## config.mk

```make
export PLATFORM = sky130hd
export DESIGN_NAME = arm_safety_interlock_gate_core
export DESIGN_NICKNAME = d
export VERILOG_FILES = /design/src/design/asig_pkg.sv /design/src/design/arm_safety_interlock_gate_core.sv /design/src/design/asig_csr.sv /design/src/design/asig_eval.sv
export SDC_FILE = /design/constraint.sdc
export NUM_CORES = 1
export LEC_CHECK = 0
export BUFFER_PORTS_ARGS = -buffer_cell sky130_fd_sc_hd__buf_2
export CORE_ASPECT_RATIO = 1.25
export CORE_UTILIZATION = 46
export CTS_CLUSTER_SIZE = 10
export DETAILED_ROUTE_END_ITERATION = 10
export GPL_TIMING_DRIVEN = 0
export PLACE_DENSITY_LB_ADDON = 0.05
export SKIP_CTS_REPAIR_TIMING = 1
export SYNTH_ARGS = -nofsm -noshare
export SYNTH_HDL_FRONTEND = slang
export SYNTH_SLANG_ARGS = --single-unit
```

## constraint.sdc

```tcl
create_clock -name clock -period 9.8 [get_ports clock]
set_input_delay 0.98 -clock clock [delete_from_list [all_inputs] [get_ports clock]]
set_output_delay 0.98 -clock clock [all_outputs]
set_load 0.03 [all_outputs]
```

## src/design/asig_pkg.sv

```systemverilog
// asig_pkg: types, codes and reset values for the actuator safety gate
// no dependencies; imported by every module of the gate
`timescale 1ns / 1ps

package asig_pkg;

   // event codes
   localparam logic [2:0] OP_TICK        = 3'd0;
   localparam logic [2:0] OP_MODE        = 3'd1;
   localparam logic [2:0] OP_HEALTH      = 3'd2;
   localparam logic [2:0] OP_SWITCH_DONE = 3'd3;
   localparam logic [2:0] OP_POWER_DONE  = 3'd4;
   localparam logic [2:0] OP_JOINTS      = 3'd5;
   localparam logic [2:0] OP_TRAJECTORY  = 3'd6;

   // actions
   localparam logic [1:0] ACT_ENABLE     = 2'd0;
   localparam logic [1:0] ACT_HOLD       = 2'd1;
   localparam logic [1:0] ACT_TORQUE_OFF = 2'd2;

   // block reasons
   localparam logic [3:0] WHY_NONE           = 4'd0;
   localparam logic [3:0] WHY_NO_MODE        = 4'd1;
   localparam logic [3:0] WHY_MODE_TIMEOUT   = 4'd2;
   localparam logic [3:0] WHY_ESTOP          = 4'd3;
   localparam logic [3:0] WHY_NOT_ACTIVE     = 4'd4;
   localparam logic [3:0] WHY_NO_HEALTH      = 4'd5;
   localparam logic [3:0] WHY_HEALTH_TIMEOUT = 4'd6;
   localparam logic [3:0] WHY_UNHEALTHY      = 4'd7;

   // lifecycle requests
   localparam logic [2:0] REQ_NONE      = 3'd0;
   localparam logic [2:0] REQ_CTRL_OFF  = 3'd1;
   localparam logic [2:0] REQ_CTRL_ON   = 3'd2;
   localparam logic [2:0] REQ_POWER_ON  = 3'd3;
   localparam logic [2:0] REQ_POWER_OFF = 3'd4;

   // status codes
   localparam logic [1:0] STAT_ENABLED    = 2'd0;
   localparam logic [1:0] STAT_TRANSITION = 2'd1;
   localparam logic [1:0] STAT_TORQUE_OFF = 2'd2;
   localparam logic [1:0] STAT_HOLD       = 2'd3;

   // register indexes
   localparam logic [2:0] CSR_MODE_TIMEOUT   = 3'd0;
   localparam logic [2:0] CSR_HEALTH_TIMEOUT = 3'd1;
   localparam logic [2:0] CSR_REQUIRE_HEALTH = 3'd2;
   localparam logic [2:0] CSR_MANAGE_LIFE    = 3'd3;
   localparam logic [2:0] CSR_TORQUE_OFF_TO  = 3'd4;
   localparam logic [2:0] CSR_ACTIVE_MODE    = 3'd5;
   localparam logic [2:0] CSR_ESTOP_MODE     = 3'd6;

   localparam int          CSR_INDEX_W = 3;
   localparam int          CSR_DATA_W  = 16;
   localparam logic [15:0] AGE_MAX     = 16'hFFFF;

   typedef struct packed {
      logic [2:0] op;
      logic [7:0] mode_value;
      logic       nav_good;
      logic       drives_good;
      logic       errors_empty;
      logic       response_ok;
      logic       switch_service_ready;
      logic       power_service_ready;
      logic       position_seen;
   } req_item_type;

   typedef struct packed {
      logic [1:0] action;
      logic [3:0] block_reason;
      logic       commands_on;
      logic       hold_pulse;
      logic [2:0] lifecycle_request;
      logic       forward_trajectory;
      logic [1:0] status_code;
   } rsp_item_type;

   typedef struct packed {
      logic [15:0] mode_timeout_ticks;
      logic [15:0] health_timeout_ticks;
      logic        require_health;
      logic        manage_lifecycle;
      logic        torque_off_on_timeout;
      logic [7:0]  active_mode_code;
      logic [7:0]  estop_mode_code;
   } cfg_type;

   typedef struct packed {
      logic        mode_received;
      logic        health_received;
      logic        health_good;
      logic [7:0]  current_mode;
      logic [15:0] mode_age;
      logic [15:0] health_age;
      logic        estop_latch;
      logic        enabled_flag;
      logic        hold_sent;
      logic        power_active;
      logic        controllers_on;
      logic        busy;
      logic [2:0]  pending_request;
      logic [1:0]  desired_action;
      logic [3:0]  reason_code;
      logic        positions_known;
   } state_type;

   localparam cfg_type CFG_RESET = '{
      mode_timeout_ticks:    16'd25,
      health_timeout_ticks:  16'd25,
      require_health:        1'b1,
      manage_lifecycle:      1'b1,
      torque_off_on_timeout: 1'b1,
      active_mode_code:      8'd1,
      estop_mode_code:       8'd3
   };

   localparam state_type STATE_RESET = '{
      mode_received:   1'b0,
      health_received: 1'b0,
      health_good:     1'b0,
      current_mode:    8'd0,
      mode_age:        16'd0,
      health_age:      16'd0,
      estop_latch:     1'b0,
      enabled_flag:    1'b0,
      hold_sent:       1'b0,
      power_active:    1'b0,
      controllers_on:  1'b0,
      busy:            1'b0,
      pending_request: REQ_NONE,
      desired_action:  ACT_TORQUE_OFF,
      reason_code:     WHY_NO_MODE,
      positions_known: 1'b0
   };

   // next lifecycle request the sequencer wants, REQ_NONE when none or service not ready
   function automatic logic [2:0] drive_request(
      input logic      manage,
      input state_type s,
      input logic      sw_ready,
      input logic      pw_ready
   );
      logic [2:0] req;
      req = REQ_NONE;
      if (manage && !s.busy) begin
         if (s.desired_action == ACT_TORQUE_OFF && s.power_active) begin
            if (sw_ready) req = REQ_CTRL_OFF;
         end else if (s.desired_action == ACT_ENABLE && !s.power_active) begin
            if (pw_ready) req = REQ_POWER_ON;
         end else if (s.desired_action == ACT_ENABLE && !s.controllers_on) begin
            if (sw_ready) req = REQ_CTRL_ON;
         end
      end
      return req;
   endfunction

endpackage

```

## src/design/arm_safety_interlock_gate_core.sv

```systemverilog
// arm_safety_interlock_gate_core: top level of the actuator safety gate
// depends on asig_pkg, asig_csr, asig_eval
//
// channel | direction | ports                          | payload
// req     | in        | req_valid, req_ready           | req_item (req_item_type)
// rsp     | out       | rsp_valid, rsp_ready           | rsp_item (rsp_item_type)
// csr     | in        | csr_valid, csr_ready           | csr_index, csr_wdata
//
// every item's result is registered after the item is accepted: item register,
// then gate logic into the result register; one item per cycle sustained unless
// the result stalls; gate state is updated as an item moves into the result register
// a stalled result holds the item register, which still takes a new item when empty
// synchronous reset restores watchdogs, flags and configuration registers to their defaults
`timescale 1ns / 1ps

module arm_safety_interlock_gate_core (
   input  logic                              clock,
   input  logic                              reset,
   input  logic                              req_valid,
   output logic                              req_ready,
   input  asig_pkg::req_item_type            req_item,
   output logic                              rsp_valid,
   input  logic                              rsp_ready,
   output asig_pkg::rsp_item_type            rsp_item,
   input  logic                              csr_valid,
   output logic                              csr_ready,
   input  logic [asig_pkg::CSR_INDEX_W-1:0]  csr_index,
   input  logic [asig_pkg::CSR_DATA_W-1:0]   csr_wdata
);
   import asig_pkg::*;

   cfg_type      cfg;
   state_type    st_ff;
   state_type    st_in;
   req_item_type req_item_ff;
   rsp_item_type rsp_item_ff;
   rsp_item_type rsp_item_in;
   logic         req_valid_ff;
   logic         rsp_valid_ff;
   logic         advance;

   asig_csr u_csr (
      .clock     (clock),
      .reset     (reset),
      .csr_valid (csr_valid),
      .csr_ready (csr_ready),
      .csr_index (csr_index),
      .csr_wdata (csr_wdata),
      .cfg       (cfg)
   );

   asig_eval u_eval (
      .cfg     (cfg),
      .st      (st_ff),
      .item    (req_item_ff),
      .st_next (st_in),
      .rsp     (rsp_item_in)
   );

   assign advance   = req_valid_ff && (!rsp_valid_ff || rsp_ready);
   assign req_ready = !req_valid_ff || advance;
   assign rsp_valid = rsp_valid_ff;
   assign rsp_item  = rsp_item_ff;

   always_ff @(posedge clock) begin
      if (reset) begin
         req_valid_ff <= 1'b0;
         rsp_valid_ff <= 1'b0;
         st_ff        <= STATE_RESET;
      end else begin
         if (req_ready) req_valid_ff <= req_valid;
         if (advance) begin
            st_ff        <= st_in;
            rsp_valid_ff <= 1'b1;
         end else if (rsp_ready) begin
            rsp_valid_ff <= 1'b0;
         end
      end
   end

   // payload
   always_ff @(posedge clock) begin
      if (req_valid && req_ready) req_item_ff <= req_item;
      if (advance) rsp_item_ff <= rsp_item_in;
   end

   a_busy_pending: assert property (@(posedge clock) disable iff (reset)
      st_ff.busy == (st_ff.pending_request != REQ_NONE))
      else $error("busy flag and pending request disagree");

   a_enabled_action: assert property (@(posedge clock) disable iff (reset)
      st_ff.enabled_flag |-> st_ff.desired_action == ACT_ENABLE)
      else $error("commands enabled without enable action");

   a_pulse_hold: assert property (@(posedge clock) disable iff (reset)
      advance && rsp_item_in.hold_pulse |=> rsp_item.action == ACT_HOLD && st_ff.hold_sent)
      else $error("hold pulse without hold action");

endmodule

```

## src/design/asig_csr.sv

```systemverilog
// asig_csr: configuration registers of the safety gate, written by index
// depends on asig_pkg
`timescale 1ns / 1ps

module asig_csr (
   input  logic                               clock,
   input  logic                               reset,
   input  logic                               csr_valid,
   output logic                               csr_ready,
   input  logic [asig_pkg::CSR_INDEX_W-1:0]   csr_index,
   input  logic [asig_pkg::CSR_DATA_W-1:0]    csr_wdata,
   output asig_pkg::cfg_type                  cfg
);
   import asig_pkg::*;

   cfg_type cfg_ff;
   cfg_type cfg_in;

   assign csr_ready = 1'b1;
   assign cfg       = cfg_ff;

   always_comb begin
      cfg_in = cfg_ff;
      if (csr_valid) begin
         unique case (csr_index)
            CSR_MODE_TIMEOUT:   cfg_in.mode_timeout_ticks    = csr_wdata;
            CSR_HEALTH_TIMEOUT: cfg_in.health_timeout_ticks  = csr_wdata;
            CSR_REQUIRE_HEALTH: cfg_in.require_health        = csr_wdata[0];
            CSR_MANAGE_LIFE:    cfg_in.manage_lifecycle      = csr_wdata[0];
            CSR_TORQUE_OFF_TO:  cfg_in.torque_off_on_timeout = csr_wdata[0];
            CSR_ACTIVE_MODE:    cfg_in.active_mode_code      = csr_wdata[7:0];
            CSR_ESTOP_MODE:     cfg_in.estop_mode_code       = csr_wdata[7:0];
            default:            cfg_in = cfg_ff;
         endcase
      end
   end

   always_ff @(posedge clock) begin
      if (reset) begin
         cfg_ff <= CFG_RESET;
      end else begin
         cfg_ff <= cfg_in;
      end
   end

endmodule

```

## src/design/asig_eval.sv

```systemverilog
// asig_eval: event decode, watchdog gate and lifecycle sequencing for one item
// depends on asig_pkg; purely combinational, sits between the item and result registers
`timescale 1ns / 1ps

module asig_eval (
   input  asig_pkg::cfg_type      cfg,
   input  asig_pkg::state_type    st,
   input  asig_pkg::req_item_type item,
   output asig_pkg::state_type    st_next,
   output asig_pkg::rsp_item_type rsp
);
   import asig_pkg::*;

   state_type  ns;
   logic       do_eval;
   logic       pulse;
   logic [2:0] issued;
   logic [2:0] req;
   logic       ctrl_on;
   logic [1:0] act;
   logic [3:0] why;
   logic [1:0] status;

   always_comb begin
      ns      = st;
      do_eval = 1'b0;
      pulse   = 1'b0;
      issued  = REQ_NONE;
      req     = REQ_NONE;
      ctrl_on = 1'b0;
      act     = ACT_HOLD;
      why     = WHY_NONE;

      case (item.op)
         OP_TICK: begin
            if (ns.mode_age != AGE_MAX) ns.mode_age = ns.mode_age + 16'd1;
            if (ns.health_age != AGE_MAX) ns.health_age = ns.health_age + 16'd1;
            do_eval = 1'b1;
         end
         OP_MODE: begin
            ns.mode_received = 1'b1;
            ns.current_mode  = item.mode_value;
            ns.mode_age      = '0;
            if (item.mode_value == cfg.estop_mode_code) ns.estop_latch = 1'b1;
            do_eval = 1'b1;
         end
         OP_HEALTH: begin
            ns.health_received = 1'b1;
            ns.health_good = item.nav_good & item.drives_good & item.errors_empty;
            ns.health_age  = '0;
            do_eval = 1'b1;
         end
         OP_SWITCH_DONE: begin
            if (st.busy && (st.pending_request == REQ_CTRL_OFF ||
                            st.pending_request == REQ_CTRL_ON)) begin
               ctrl_on            = (st.pending_request == REQ_CTRL_ON);
               ns.busy            = 1'b0;
               ns.pending_request = REQ_NONE;
               if (item.response_ok) begin
                  ns.controllers_on = ctrl_on;
                  if (!ctrl_on && ns.desired_action == ACT_TORQUE_OFF) begin
                     if (item.power_service_ready) begin
                        ns.busy            = 1'b1;
                        ns.pending_request = REQ_POWER_OFF;
                        issued             = REQ_POWER_OFF;
                     end
                  end else begin
                     ns.enabled_flag = ctrl_on && ns.desired_action == ACT_ENABLE;
                     req = drive_request(cfg.manage_lifecycle, ns,
                                         item.switch_service_ready,
                                         item.power_service_ready);
                  end
               end
            end
         end
         OP_POWER_DONE: begin
            if (st.busy && (st.pending_request == REQ_POWER_ON ||
                            st.pending_request == REQ_POWER_OFF)) begin
               ns.busy            = 1'b0;
               ns.pending_request = REQ_NONE;
               if (item.response_ok) begin
                  ns.power_active = (st.pending_request == REQ_POWER_ON);
                  if (st.pending_request != REQ_POWER_ON) ns.enabled_flag = 1'b0;
                  req = drive_request(cfg.manage_lifecycle, ns,
                                      item.switch_service_ready,
                                      item.power_service_ready);
               end
            end
         end
         OP_JOINTS: begin
            if (item.position_seen) ns.positions_known = 1'b1;
         end
         OP_TRAJECTORY: begin
            do_eval = 1'b1;
         end
         default: begin
            ns = st;
         end
      endcase

      if (do_eval) begin
         if (!ns.mode_received) begin
            why = WHY_NO_MODE;
            act = ACT_TORQUE_OFF;
         end else if (ns.mode_age > cfg.mode_timeout_ticks) begin
            why = WHY_MODE_TIMEOUT;
            act = cfg.torque_off_on_timeout ? ACT_TORQUE_OFF : ACT_HOLD;
         end else if (ns.current_mode == cfg.estop_mode_code) begin
            why = WHY_ESTOP;
            act = ACT_TORQUE_OFF;
         end else if (ns.current_mode != cfg.active_mode_code) begin
            why = WHY_NOT_ACTIVE;
         end else if (cfg.require_health && !ns.health_received) begin
            why = WHY_NO_HEALTH;
         end else if (cfg.require_health && ns.health_age > cfg.health_timeout_ticks) begin
            why = WHY_HEALTH_TIMEOUT;
         end else if (cfg.require_health && !ns.health_good) begin
            why = WHY_UNHEALTHY;
         end else begin
            act            = ACT_ENABLE;
            ns.estop_latch = 1'b0;
         end

         if (ns.estop_latch && act != ACT_ENABLE) act = ACT_TORQUE_OFF;

         ns.desired_action = act;
         ns.reason_code    = (act == ACT_ENABLE) ? WHY_NONE : why;
         ns.enabled_flag   = act == ACT_ENABLE &&
                             (!cfg.manage_lifecycle || ns.power_active) && !ns.busy;

         if (act == ACT_HOLD && ns.power_active) begin
            if (!ns.hold_sent && ns.positions_known) begin
               pulse        = 1'b1;
               ns.hold_sent = 1'b1;
            end
         end else if (act != ACT_HOLD) begin
            ns.hold_sent = 1'b0;
         end

         req = drive_request(cfg.manage_lifecycle, ns,
                             item.switch_service_ready, item.power_service_ready);
      end

      if (req != REQ_NONE) begin
         ns.busy            = 1'b1;
         ns.pending_request = req;
         issued             = req;
      end

      if (ns.enabled_flag)      status = STAT_ENABLED;
      else if (ns.busy)         status = STAT_TRANSITION;
      else if (!ns.power_active) status = STAT_TORQUE_OFF;
      else                      status = STAT_HOLD;

      st_next                = ns;
      rsp.action             = ns.desired_action;
      rsp.block_reason       = ns.reason_code;
      rsp.commands_on        = ns.enabled_flag;
      rsp.hold_pulse         = pulse;
      rsp.lifecycle_request  = issued;
      rsp.forward_trajectory = (item.op == OP_TRAJECTORY) && ns.enabled_flag;
      rsp.status_code        = status;
   end

endmodule

```

# ---- After elaboration in Yosys (flattened, before gate mapping)
# Index checks and enable logic that the tools add are counted.
# Widths: inputs -> output; s select.
dict set report classes {
  n_addsub 2
  order_cmp 2
  eq_ne 29
  muxes 95
  n_bitwise 2
  reduce_logical 64
}
# operator count
set op_table {}
lappend op_table {{$mux 3} 26}
lappend op_table {{$pmux 16 s2} 2}
lappend op_table {{$mux 4} 11}
lappend op_table {{$mux 1} 34}
lappend op_table {{$add 16x1->16 const B} 2}
lappend op_table {{$gt 16x16->1} 2}
lappend op_table {{$mux 16} 2}
lappend op_table {{$ne 16x16->1 const B} 2}
lappend op_table {{$mux 2} 13}
lappend op_table {{$logic_and 1x1->1} 25}
lappend op_table {{$eq 3x3->1 const B} 7}
lappend op_table {{$eq 3x2->1 const B} 6}
lappend op_table {{$eq 8x8->1} 2}
lappend op_table {{$reduce_and 2->1} 8}
lappend op_table {{$logic_not 1->1} 13}
lappend op_table {{$mux 5} 2}
lappend op_table {{$eq 3x1->1 const B} 3}
lappend op_table {{$mux 8} 1}
lappend op_table {{$ne 8x8->1} 1}
lappend op_table {{$pmux 4 s2} 1}
lappend op_table {{$reduce_and 4->1} 2}
lappend op_table {{$logic_not 3->1} 2}
lappend op_table {{$mux 6} 1}
lappend op_table {{$ne 3x1->1 const B} 2}
lappend op_table {{14 further kinds} 24}
dict set report totals {
  reg_bits 144
  in_bits 42
  output_inout_bits 17
  wordCells 236
}

# ---- Longest topological paths before layout
# Gate-level depths: netlist of the first run.
dict set report depth {
  depth_word 27
  depth_mapped 20
  depth_no_buf 19
}

# ---- Cells and area by module
# From an unflattened synthesis of the first run, not the netlist that was laid out.
dict set report unflattened {
  hier_cells 972
  hier_area_um2 8898.5
}
# mod n_inst cells_per_inst area_per_inst_um2 seq_area_each_um2
set by_module_without_submodules {}
lappend by_module_without_submodules {arm_safety_interlock_gate_core 1 298 3677.3 2182.1}
lappend by_module_without_submodules {asig_eval 1 480 3130.5 0.0}
lappend by_module_without_submodules {asig_csr 1 194 2090.8 1021.0}

# ---- Worst setup path after synthesis of the first run
# No wires, ideal clock.
dict set report synth_timing {
  path_kind {flip-flop to flip-flop}
  start {register req_item_ff[17] (netlist name)}
  end {register st_ff[7] (netlist name)}
  setup_time_ns 0.122
  t_arrival_ns 4.203
  t_required_ns 9.678
  setup_slack_ns 5.475
  path_stages_with_launch 18
  path_buffers 1
  period_less_slack_ns 4.325
  path_cell_list {edfxtp_1 -> clkbuf_1 -> nor2_1 -> o31ai_1 -> nor3_1 -> and2_1 -> xnor2_1 -> nor2_1 -> ha_1 -> nand4_1 -> or4_1 -> o21ai_0 -> a31oi_1 -> nor4_4 -> and2_4 -> a21boi_2 -> o211a_1 -> a311o_1}
}
# item line
set synth_lines {}
lappend synth_lines {{start: declaration} arm_safety_interlock_gate_core.sv:35} ;# req_item_type req_item_ff;
lappend synth_lines {{start signal: assignment} arm_safety_interlock_gate_core.sv:83} ;# if (req_valid && req_ready) req_item_ff <= req_item;
lappend synth_lines {{end signal: assignment} arm_safety_interlock_gate_core.sv:73} ;# st_ff <= st_in;
lappend synth_lines {{end: declaration} arm_safety_interlock_gate_core.sv:33} ;# state_type st_ff;

==> impl_metrics.csv, run 1 <==
group,metric,value,unit
placed_design,finalWeightedCongestion,0.909,
placed_design,post-dp-hpwl,16200,um
global_routing,met3_track_utilization_from_global_routing,4.59,%
drt,post_drt_via_cell_ratio,5.52,
global_routing,track_usage,25.6,%
clocking,tritoncts_num_sinks,144,
clocking,clockRootBuffer,"clkbuf_16",
finish,multi_input_area,0.00422,sq mm
critical_path,cp_data_required_time,10.12,ns
critical_path,timing.critical_path.fanout_max,10,
yosys,synth_top_flop_cell,"dfxtp_1",
global_routing,grt_max_degree,24,
job,max-cap-violations,0,
yosys,syn_nets,1032,
finish,antennaDiodeCount,0,
sta,period_minus_slack,5.34,ns
die,placement_rows,52,
sta,min_period_over_period,54.5,%
power_and_ir_drop,netSwitchingFraction,25.3,%
drt,routed_wl,21600,um
yosys,post_synth_main_area_contributors,"dfxtp_1 (29%), edfxtp_1 (12%), nand2_1 (9.7%)",
yosys,netlist_instances,956,
yosys,syn_avg_cell_area,8.14,sq um
drt,antenna_violating_nets_post_route,0,
status,result_of_the_run,"complete, no violations",
die,die-width,118,um
global_routing,groute.layer.met2.usage,43.8,%
sta,slew_hr,41.6,%
yosys,synth_top_area_share,28.8,%
sta,timing.hold.ws,0.455,ns
die,fp.dieH,147,um
yosys,part_of_the_yosys_area_used_for_sequential_elements,41.2,%
die,die_area,0.0174,sq mm
power_and_ir_drop,power.internal,0.00107,W
clocking,cts-buffers-inserted,17,
sta,timing.final.max_slew_violations,0,
clocking,insertion_delay,0.43,ns
power_and_ir_drop,p_sw,0.000362,W
sta,achievable-frequency,187,MHz
die,top_level_ports,59,
global_routing,vias_in_the_first_global_route,6553,
clocking,htree_levels,4,
yosys,synth-async-reset-ratio,0,%
sta,final-hold-violation-count,0,
power_and_ir_drop,irDropWorstVdd,122,uV
sta,rsz0062_at_grt,"false",
min_path,min-delay-path-class,"reg2reg",
clocking,clk_pin_slew_worst_paths,0.06,ns
critical_path,timing.critical_path.arrival,5.66,ns
yosys,synthDistinctLibCells,74,
sta,report.final.setup_viol,0,
clocking,tritoncts,"done",
finish,final_nets,1108,
placed_design,io_buffer_count,57,
die,core_area,0.0164,sq mm
power_and_ir_drop,power_per_cell_area,160,mW/mm^2
power_and_ir_drop,totalPowerFinal,0.00143,W
finish,mostFrequentLayoutCells,"nand2_1 (201), dfxtp_1 (112), a21oi_1 (103)",
power_and_ir_drop,share_comb_of_total_power,9.8,%
drt,drc,0,
finish,finalCoreUtilization,54.4,%
finish,filler_cell_count,1604,
clocking,cts_buffer_depth,2,
drt,route.detailed.wl_per_inst,17.1,um
yosys,post_synth_edffs,32,
yosys,synth_warnings,0,
finish,area_growth,14.6,%
sta,worst_slew_pin_slew,0.872,ns
drt,vias,6962,
global_routing,grt_overflow,0,
finish,layout.area.seq,0.00320,sq mm
yosys,synthesis.area,0.00778,sq mm
global_routing,antenna_found_initial,0,
global_routing,grt_busiest_layer,"met2",
critical_path,timing.reg2reg.setup_slack,4.46,ns
finish,drive_gt1_share,10.2,%
critical_path,critical_path.startpoint_type,"flop",
critical_path,critical_path.endpoint_type,"flop",
global_routing,global_route.usage.met1,32.6,%
critical_path,setup.worst_path.class,"reg2reg",
yosys,ys_seq_elements,144,
yosys,synth_largest_area_cell,"dfxtp_1",
die,initial_utilization,47.5,%
power_and_ir_drop,leakagePower,3.38,nW
drt,detailedRoute.firstPassIterationCount,5,
power_and_ir_drop,power_frac_clock,45.5,%
sta,finClkSkew,0.00691,ns
power_and_ir_drop,p_seq_share,44.7,%
drt,drtIter0Drc,596,
finish,final_common_cell,"nand2_1",
global_routing,first_pass_grt_wire_length,34200,um
sta,tns,0,ns
[path summary, 6_finish.rpt]
kind,startpoint,endpoint,cells past startpoint
hold / removal,u_csr.cfg[45],u_csr.cfg[45],2
setup reg to reg,req_item_ff[17],st_ff[7],17
setup / recovery,req_item_ff[17],st_ff[7],17
hold reg to reg,u_csr.cfg[45],u_csr.cfg[45],2
[power by group through the flow]
stage                     clock network, W   logic, W  registers [W]
after global placement                   0   0.000138       0.000652
final                             0.000651   0.000140       0.000639
after floorplan                          0  0.0000853       0.000653
after detailed placement                 0   0.000139       0.000652
after global routing              0.000686   0.000154       0.000641
after CTS                         0.000659   0.000140       0.000639
[final cells by class]
cell class / count / share of cell area, %
buffer: 43 / 2.06
tap: 216 / 3.03
clock inverter: 12 / 1.60
inverter: 47 / 1.98
timing repair buffer: 57 / 3.20
multi-input combinational: 722 / 47.3
clock buffer: 20 / 4.90
sequential: 144 / 35.9
[cell families after synthesis]
| family | share of synthesized area [%] |
|---|---|
| muxes | 3.12 |
| adders and majority gates | 5.47 |
| other | 0.0482 |
| and+or+nand+nor | 24.9 |
| buffers and inverters | 4.62 |
| DFF | 41.2 |
| AOI/OAI and AO/OA | 18.3 |
| xor gates and xnor gates | 2.36 |
[through the flow]
stage	area [sq um]	cells	setup slack [ns]
after global routing	8920	1261	4.09
after CTS	8910	1261	4.47
after floorplan	7780	956	5.47
final	8920	1261	4.46
after detailed placement	8340	1229	4.49
after global placement	8340	1229	4.50
[critical path: stages, from the launching register on]
cell,delay [ns]
edfxtp_1,0.53
clkbuf_1,0.34
nor2_1,0.50
o31ai_1,0.32
nor3_1,0.42
and2_1,0.24
xnor2_1,0.13
nor2_1,0.07
ha_1,0.33
nand4_1,0.22
or4_1,0.54
o21ai_0,0.15
a31oi_1,0.13
nor4_4,0.49
nand2_2,0.14
a31oi_2,0.23
nor2_1,0.08
a311o_1,0.34
[state kept, by name (all words and copies together) (netlist names)]
name / count
rsp_valid: 1
req_valid_ff: 1
req_item_ff: 18
st_ff: 59
u_csr.cfg: 51
rsp_item: 14
[Yosys cell counts (4+ instances only)]
| library cell | number |
|---|---|
| o211a_1 | 7 |
| a41oi_1 | 4 |
| dfxtp_1 | 112 |
| o211ai_1 | 13 |
| a21o_1 | 4 |
| mux2i_1 | 22 |
| o21ai_0 | 30 |
| and3_1 | 8 |
| nand3_1 | 21 |
| edfxtp_1 | 32 |
| buf_1 | 4 |
| nor3_1 | 20 |
| nor2b_1 | 7 |
| a21oi_1 | 103 |
| xor2_1 | 13 |
| nor4_1 | 4 |
| clkbuf_1 | 33 |
| ha_1 | 34 |
| inv_1 | 47 |
| nand4_1 | 16 |
| nor2_1 | 82 |
| a31oi_1 | 7 |
| and2_1 | 6 |
| nand2_1 | 201 |
| o31ai_1 | 4 |
| o221ai_1 | 4 |
| xnor2_1 | 8 |
| nand2b_1 | 19 |
| and4_1 | 5 |
| a211oi_1 | 7 |
| nand3b_1 | 4 |
| nor3b_1 | 7 |
[layer usage]
layer | wire (um) | vias up
met2 | 10500 | 152
li1 | - | 3523
met5 | 0 | -
met1 | 9820 | 3260
met3 | 847 | 27
met4 | 357 | 0
(Power assumes the default switching activity.)
==> inputs of run 2 (changes only) <==
Clock period 9.8 ns to 5.5 ns, I/O delays scaled along.
==> run 2 against run 1 <==
Compared with the run above:
- clock-buffer cell count did not move
- worst setup slack worse by 4.1 ns
- cell count is the same
- sequential share of layout area about the same
- final area about the same
- register-to-register slack got worse by 4.1 ns
- combinational power up 79%
- first-iteration DRC count is 16% lower
- clock skew increased by 0.00079 ns
- die area did not move
- critical path type unchanged
- largest cell class unchanged
==> impl_metrics.csv, run 2 (synthesis gave the netlist of run 1 again) <==
group,metric,value,unit
status,result_of_the_run,"complete, no violations",
finish,finalCoreUtilization,54.4,%
power_and_ir_drop,power_per_cell_area,285,mW/mm^2
finish,largest_register_ff_count,59,
finish,largest-register,"st_ff",
power_and_ir_drop,irDropWorstVdd,214,uV
global_routing,track_usage,25.6,%
power_and_ir_drop,netSwitchingFraction,25.2,%
die,core_area,0.0164,sq mm
sta,achievable-frequency,194,MHz
drt,drc,0,
power_and_ir_drop,p_sw,0.000643,W
critical_path,critical_path.startpoint_type,"flop",
sta,tns,0,ns
sta,final-hold-violation-count,0,
clocking,cts_buffer_depth,2,
sta,min_period_over_period,93.8,%
clocking,cts-buffers-inserted,17,
die,die_area,0.0174,sq mm
drt,vias,6935,
sta,period_minus_slack,5.16,ns
sta,finClkSkew,0.00770,ns
sta,rsz0062_at_grt,"false",
sta,slew_hr,41.8,%
sta,worst_slew_pin_slew,0.870,ns
drt,routed_wl,21600,um
global_routing,grt_overflow,0,
global_routing,vias_in_the_first_global_route,6553,
sta,report.final.setup_viol,0,
finish,mostFrequentLayoutCells,"nand2_1 (201), dfxtp_1 (112), a21oi_1 (103)",
critical_path,cp_data_required_time,5.81,ns
clocking,clk_pin_slew_worst_paths,0.06,ns
finish,final_common_cell,"nand2_1",
finish,drive_gt1_share,10.4,%
global_routing,first_pass_grt_wire_length,34200,um
drt,post_drt_via_cell_ratio,5.50,
sta,timing.final.max_slew_violations,0,
die,initial_utilization,47.5,%
critical_path,critPathLaunch,"req_item_ff[17]",
clocking,tritoncts_num_sinks,144,
clocking,tritoncts,"done",
power_and_ir_drop,power_frac_clock,45.5,%
drt,detailedRoute.firstPassIterationCount,5,
critical_path,critical_path.endpoint,"st_ff[7]",
min_path,min-delay-path-class,"in2reg",
critical_path,worstReg2RegEnd,"st_ff[7]",
drt,route.detailed.wl_per_inst,17.1,um
placed_design,post-dp-hpwl,16200,um
critical_path,timing.critical_path.arrival,5.47,ns
die,die-width,118,um
critical_path,setup.worst_path.class,"reg2reg",
die,fp.dieH,147,um
job,max-cap-violations,0,
placed_design,finalWeightedCongestion,0.909,
clocking,htree_levels,4,
power_and_ir_drop,leakagePower,3.39,nW
critical_path,timing.reg2reg.setup_slack,0.34,ns
die,placement_rows,52,
finish,area_growth,14.7,%
clocking,clockRootBuffer,"clkbuf_16",
global_routing,antenna_found_initial,0,
die,top_level_ports,59,
finish,final_nets,1108,
placed_design,io_buffer_count,57,
power_and_ir_drop,p_seq_share,44.7,%
power_and_ir_drop,power.internal,0.00190,W
drt,drtIter0Drc,502,
critical_path,timing.critical_path.fanout_max,10,
critical_path,origin_of_the_critical_flop_to_flop_path,"req_item_ff[17]",
drt,antenna_violating_nets_post_route,0,
critical_path,r2r_depth,19,
critical_path,critical_path.endpoint_type,"flop",
power_and_ir_drop,share_comb_of_total_power,9.8,%
finish,antennaDiodeCount,0,
clocking,insertion_delay,0.42,ns
global_routing,grt_max_degree,24,
-- run 2: metrics by stage --
stage	instances	hold WS (ns)	cell area, sq um	setup slack, ns	total power, W
floorplan	956	0.436	7780	1.17	0.00132
global placement	1229	0.445	8340	0.200	0.00141
detailed placement	1229	0.447	8340	0.189	0.00141
CTS	1261	0.283	8910	0.172	0.00256
global route	1261	0.281	8920	0.00273	0.00264
finish	1261	0.297	8920	0.341	0.00255
-- run 2: worst min-delay path by stage --
stage / start / end / slack, ns / cells after the start
after global routing: req_item[6] / req_item_ff[6] / 0.28 / 1
after global placement: u_csr.cfg[20] / u_csr.cfg[20] / 0.45 / 2
after CTS: req_item[0] / req_item_ff[0] / 0.28 / 1
final: req_item[4] / req_item_ff[4] / 0.30 / 1
after detailed placement: st_ff[3] / st_ff[3] / 0.45 / 2
after floorplan: u_csr.cfg[20] / u_csr.cfg[20] / 0.44 / 2
-- run 2: final cells by class --
type	count	area, sq um
clock inverters	12	143
clock buffers	20	437
flip-flops and latches	144	3200
plain buffers	43	184
multi-input cells	722	4230
well taps	216	270
inverters	47	176
repair buffers	57	285
fillers	1602	7470
-- run 2: critical path, cell delays in order, from the launching register on --
cell and delay (ns):
edfxtp_1 0.52, clkbuf_1 0.35, or2_2 0.38, clkbuf_1 0.17, nor2_1 0.29, and2_1 0.17, clkbuf_1 0.33, nand2_1 0.15
nor2_1 0.14, mux2i_1 0.29, ha_1 0.30, a21oi_1 0.13, o21ai_0 0.10, a221o_1 0.30, o31a_1 0.35, a211oi_2 0.29
nand2_2 0.13, a31oi_2 0.22, nor2_1 0.08, a311o_1 0.34
-- run 2: metal layers --
metal | vias up | track usage, % | part of all wire [%]
li1 | 3529 | - | -
met1 | 3228 | 32.6 | 45
met2 | 153 | 43.8 | 49
met3 | 25 | 4.59 | 4.4
met4 | 0 | 8.21 | 1.6
met5 | - | 0 | 0
-- run 2: power by group through the flow --
stage / Sequential [W] / Combinational [W] / Clock (W)
global placement: 0.00116 / 0.000246 / 0
CTS: 0.00114 / 0.000249 / 0.00117
floorplan: 0.00116 / 0.000152 / 0
detailed placement: 0.00116 / 0.000248 / 0
global route: 0.00114 / 0.000276 / 0.00122
finish: 0.00114 / 0.000250 / 0.00116
==> inputs of run 3 (changes only) <==
Settings changed: MAX_ROUTING_LAYER from default to met4, SYNTH_HIERARCHICAL from default to 1.
==> run 3 against run 2 <==
Compared with the run above:
- synthesized cell count grew 1.7%
- die area grew 14%
- sequential share of layout area shrank 4.2 points
- register-to-register slack lost 0.11 ns
- sequential power is essentially flat
- clock skew grew 0.0058 ns
- power grew 0.31%
- area after synthesis grew 14%
- flip-flop and latch count is the same
- highest routed layer unchanged
==> impl_metrics.csv, run 3 <==
group,metric,value,unit
power_and_ir_drop,power_per_cell_area,253,mW/mm^2
min_path,hold-path-cell-count,1,
drt,route.detailed.wl_per_inst,17.4,um
die,placement_rows,56,
global_routing,first_pass_grt_wire_length,36300,um
finish,final_common_cell,"nand2b_1",
clocking,clockRootBuffer,"clkbuf_16",
sta,finClkSkew,0.0135,ns
sta,period_minus_slack,5.27,ns
die,top_level_ports,59,
finish,layout.area.seq,0.00320,sq mm
critical_path,crit_family,"compound AO/OA/AOI/OAI gates",
die,die_area,0.0199,sq mm
yosys,synth_warnings,6,
sta,final-hold-violation-count,0,
clocking,htree_levels,4,
critical_path,r2r_depth,18,
min_path,min-delay-path-class,"in2reg",
drt,post_drt_via_cell_ratio,5.41,
drt,routed_wl,22600,um
critical_path,timing.critical_path.arrival,5.62,ns
yosys,synthesis.area,0.00890,sq mm
sta,slew_hr,46.7,%
global_routing,grt_overflow,0,
sta,report.final.setup_viol,0,
drt,drc,0,
clocking,cts_buffer_depth,2,
yosys,netlist_instances,972,
die,fp.dieH,158,um
global_routing,vias_in_the_first_global_route,6866,
power_and_ir_drop,irDropWorstVdd,206,uV
sta,min_period_over_period,95.9,%
min_path,hold_path_startpoint,"req_item[11]",
sta,rsz0062_at_grt,"true",
yosys,post_synth_edffs,32,
finish,final_nets,1125,
finish,largest-register,"st_ff",
critical_path,origin_of_the_critical_flop_to_flop_path,"st_ff[21]",
die,initial_utilization,47.2,%
yosys,yosysMostFrequentCell,"nand2b_1",
yosys,synthDistinctLibCells,80,
critical_path,worstReg2RegEnd,"st_ff[5]",
drt,detailedRoute.firstPassIterationCount,4,
sta,worst_slew_pin_slew,0.793,ns
critical_path,setup.worst_path.class,"reg2reg",
power_and_ir_drop,totalPowerFinal,0.00255,W
yosys,synth-async-reset-ratio,0,%
status,result_of_the_run,"complete, no violations",
power_and_ir_drop,leakagePower,4.09,nW
clocking,cts-buffers-inserted,17,
critical_path,cell_with_the_largest_stage_delay_on_the_worst_path,"a311oi_4",
sta,timing.final.max_slew_violations,0,
critical_path,path_buf_inv,2,
die,die-width,126,um
die,core_area,0.0188,sq mm
yosys,synth_top_area_share,25.2,%
sta,tns,0,ns
yosys,synth_top_flop_cell,"dfxtp_1",
clocking,insertion_delay,0.42,ns
critical_path,highest_cell_delay_on_the_worst_timing_path,0.47,ns
global_routing,track_usage,24.4,%
yosys,syn_nets,1048,
yosys,syn_avg_cell_area,9.15,sq um
critical_path,critical_path.endpoint_type,"flop",
critical_path,crit_chain,"and4_1, nand4_1, or3_1, clkbuf_1, o21ai_0, a21oi_1, a211oi_1, ha_1, a21o_1, a21o_1, a2111o_1, o311a_1, a311oi_4, mux2i_1, o31ai_1, buf_4, nand2b_1, mux2i_1",
placed_design,post-dp-hpwl,17100,um
placed_design,io_buffer_count,57,
drt,drtIter0Drc,345,
critical_path,timing.critical_path.fanout_max,9,
critical_path,cp_data_required_time,5.85,ns
yosys,part_of_the_yosys_area_used_for_sequential_elements,36.0,%
drt,vias,7006,
finish,filler_cell_count,1768,
finish,area_growth,13.6,%
critical_path,timing.reg2reg.setup_slack,0.23,ns
global_routing,grt_max_degree,24,
global_routing,antenna_found_initial,0,
yosys,post_synth_main_area_contributors,"dfxtp_1 (25%), mux2i_1 (13%), nand2b_1 (13%)",
min_path,worst_hold_endpoint,"req_item_ff[11]",
yosys,ys_seq_elements,144,
yosys,synthTopCellsByCount,"nand2b_1 (179), mux2i_1 (118), dfxtp_1 (112)",
yosys,synth_largest_area_cell,"dfxtp_1",
critical_path,critical_path.startpoint_type,"flop",
placed_design,finalWeightedCongestion,0.887,
job,max-cap-violations,0,
clocking,tritoncts_num_sinks,144,
sta,achievable-frequency,190,MHz
finish,largest_register_ff_count,59,
finish,multi_input_area,0.00517,sq mm
finish,mostFrequentLayoutCells,"nand2b_1 (179), mux2i_1 (118), dfxtp_1 (112)",
finish,drive_gt1_share,12.9,%
clocking,tritoncts,"done",
clocking,clk_pin_slew_worst_paths,0.07,ns
drt,antenna_violating_nets_post_route,0,
sta,timing.hold.ws,0.297,ns
finish,antennaDiodeCount,0,
run 3: cell count changes after synthesis, sizes merged, moves of 6 or more:
cell / before / now
nand2b: 19 / 179
nand2: 202 / 57
mux2i: 22 / 119
a21oi: 104 / 30
nor2: 82 / 59
buf: 10 / 26
o21ai: 31 / 21
o211ai: 13 / 5
xnor2: 8 / 16
nor3b: 9 / 2
nand4: 16 / 22
nor3: 20 / 14
o211a: 7 / 1
run 3: per-stage QoR:
stage / setup WS [ns] / area (sq um) / cells / util [%]
2_1_floorplan: 1.17 / 8900 / 972 / -
3_3_place_gp: 0.118 / 9470 / 1261 / 50.3
3_5_place_dp: 0.161 / 9490 / 1262 / 50.4
4_1_cts: 0.0975 / 10100 / 1294 / 53.6
5_1_grt: -0.00253 / 10100 / 1294 / 53.6
6_report: 0.227 / 10100 / 1294 / 53.6
run 3: cells by family (layout without fill, tap and decap cells):
kind of cell,Yosys count,after routing,share of synthesized area (%)
other cells,1,1,0.0421
flops,144,144,36.0
buf+inv,105,195,6.07
fa+ha+maj,34,34,4.78
mux,120,120,13.6
simple gates,418,418,26.8
compound gates,124,124,10.2
xor+xnor,26,26,2.56
run 3: metal layers:
layer / vias up / global-route usage [%] / routed length [um]
li1: 3557 / - / -
met2: 126 / 41.0 / 10800
met1: 3301 / 30.9 / 10900
met5: - / - / 0
met4: 0 / 7.57 / 357
met3: 22 / 2.72 / 577
run 3: where the power goes:
| part | internal, W | total, W | switching [W] |
|---|---|---|---|
| Sequential | 0.00111 | 0.00113 | 0.0000202 |
| Combinational | 0.0000998 | 0.000236 | 0.000136 |
| Clock | 0.000725 | 0.00119 | 0.000467 |
| Total | 0.00193 | 0.00255 | 0.000624 |
run 3: layout make-up:
| cell class | instances | area share, % |
|---|---|---|
| plain buffers | 54 | 3.45 |
| clock inverters | 11 | 1.21 |
| repair buffers | 58 | 2.97 |
| inverters | 51 | 1.89 |
| flip-flops and latches | 144 | 31.7 |
| multi-input cells | 723 | 51.1 |
| well taps | 232 | 2.87 |
| clock buffers | 21 | 4.78 |
run 3: worst max path at each step:
stage	start	to	slack [ns]	cells after the start
after floorplan	st_ff[21]	st_ff[13]	1.17	18
after global placement	req_item_ff[17]	st_ff[5]	0.12	19
after detailed placement	req_item_ff[17]	st_ff[5]	0.16	19
after CTS	req_item_ff[17]	st_ff[5]	0.1	19
after global routing	st_ff[21]	st_ff[5]	-0.003	18
final	st_ff[21]	st_ff[5]	0.23	18
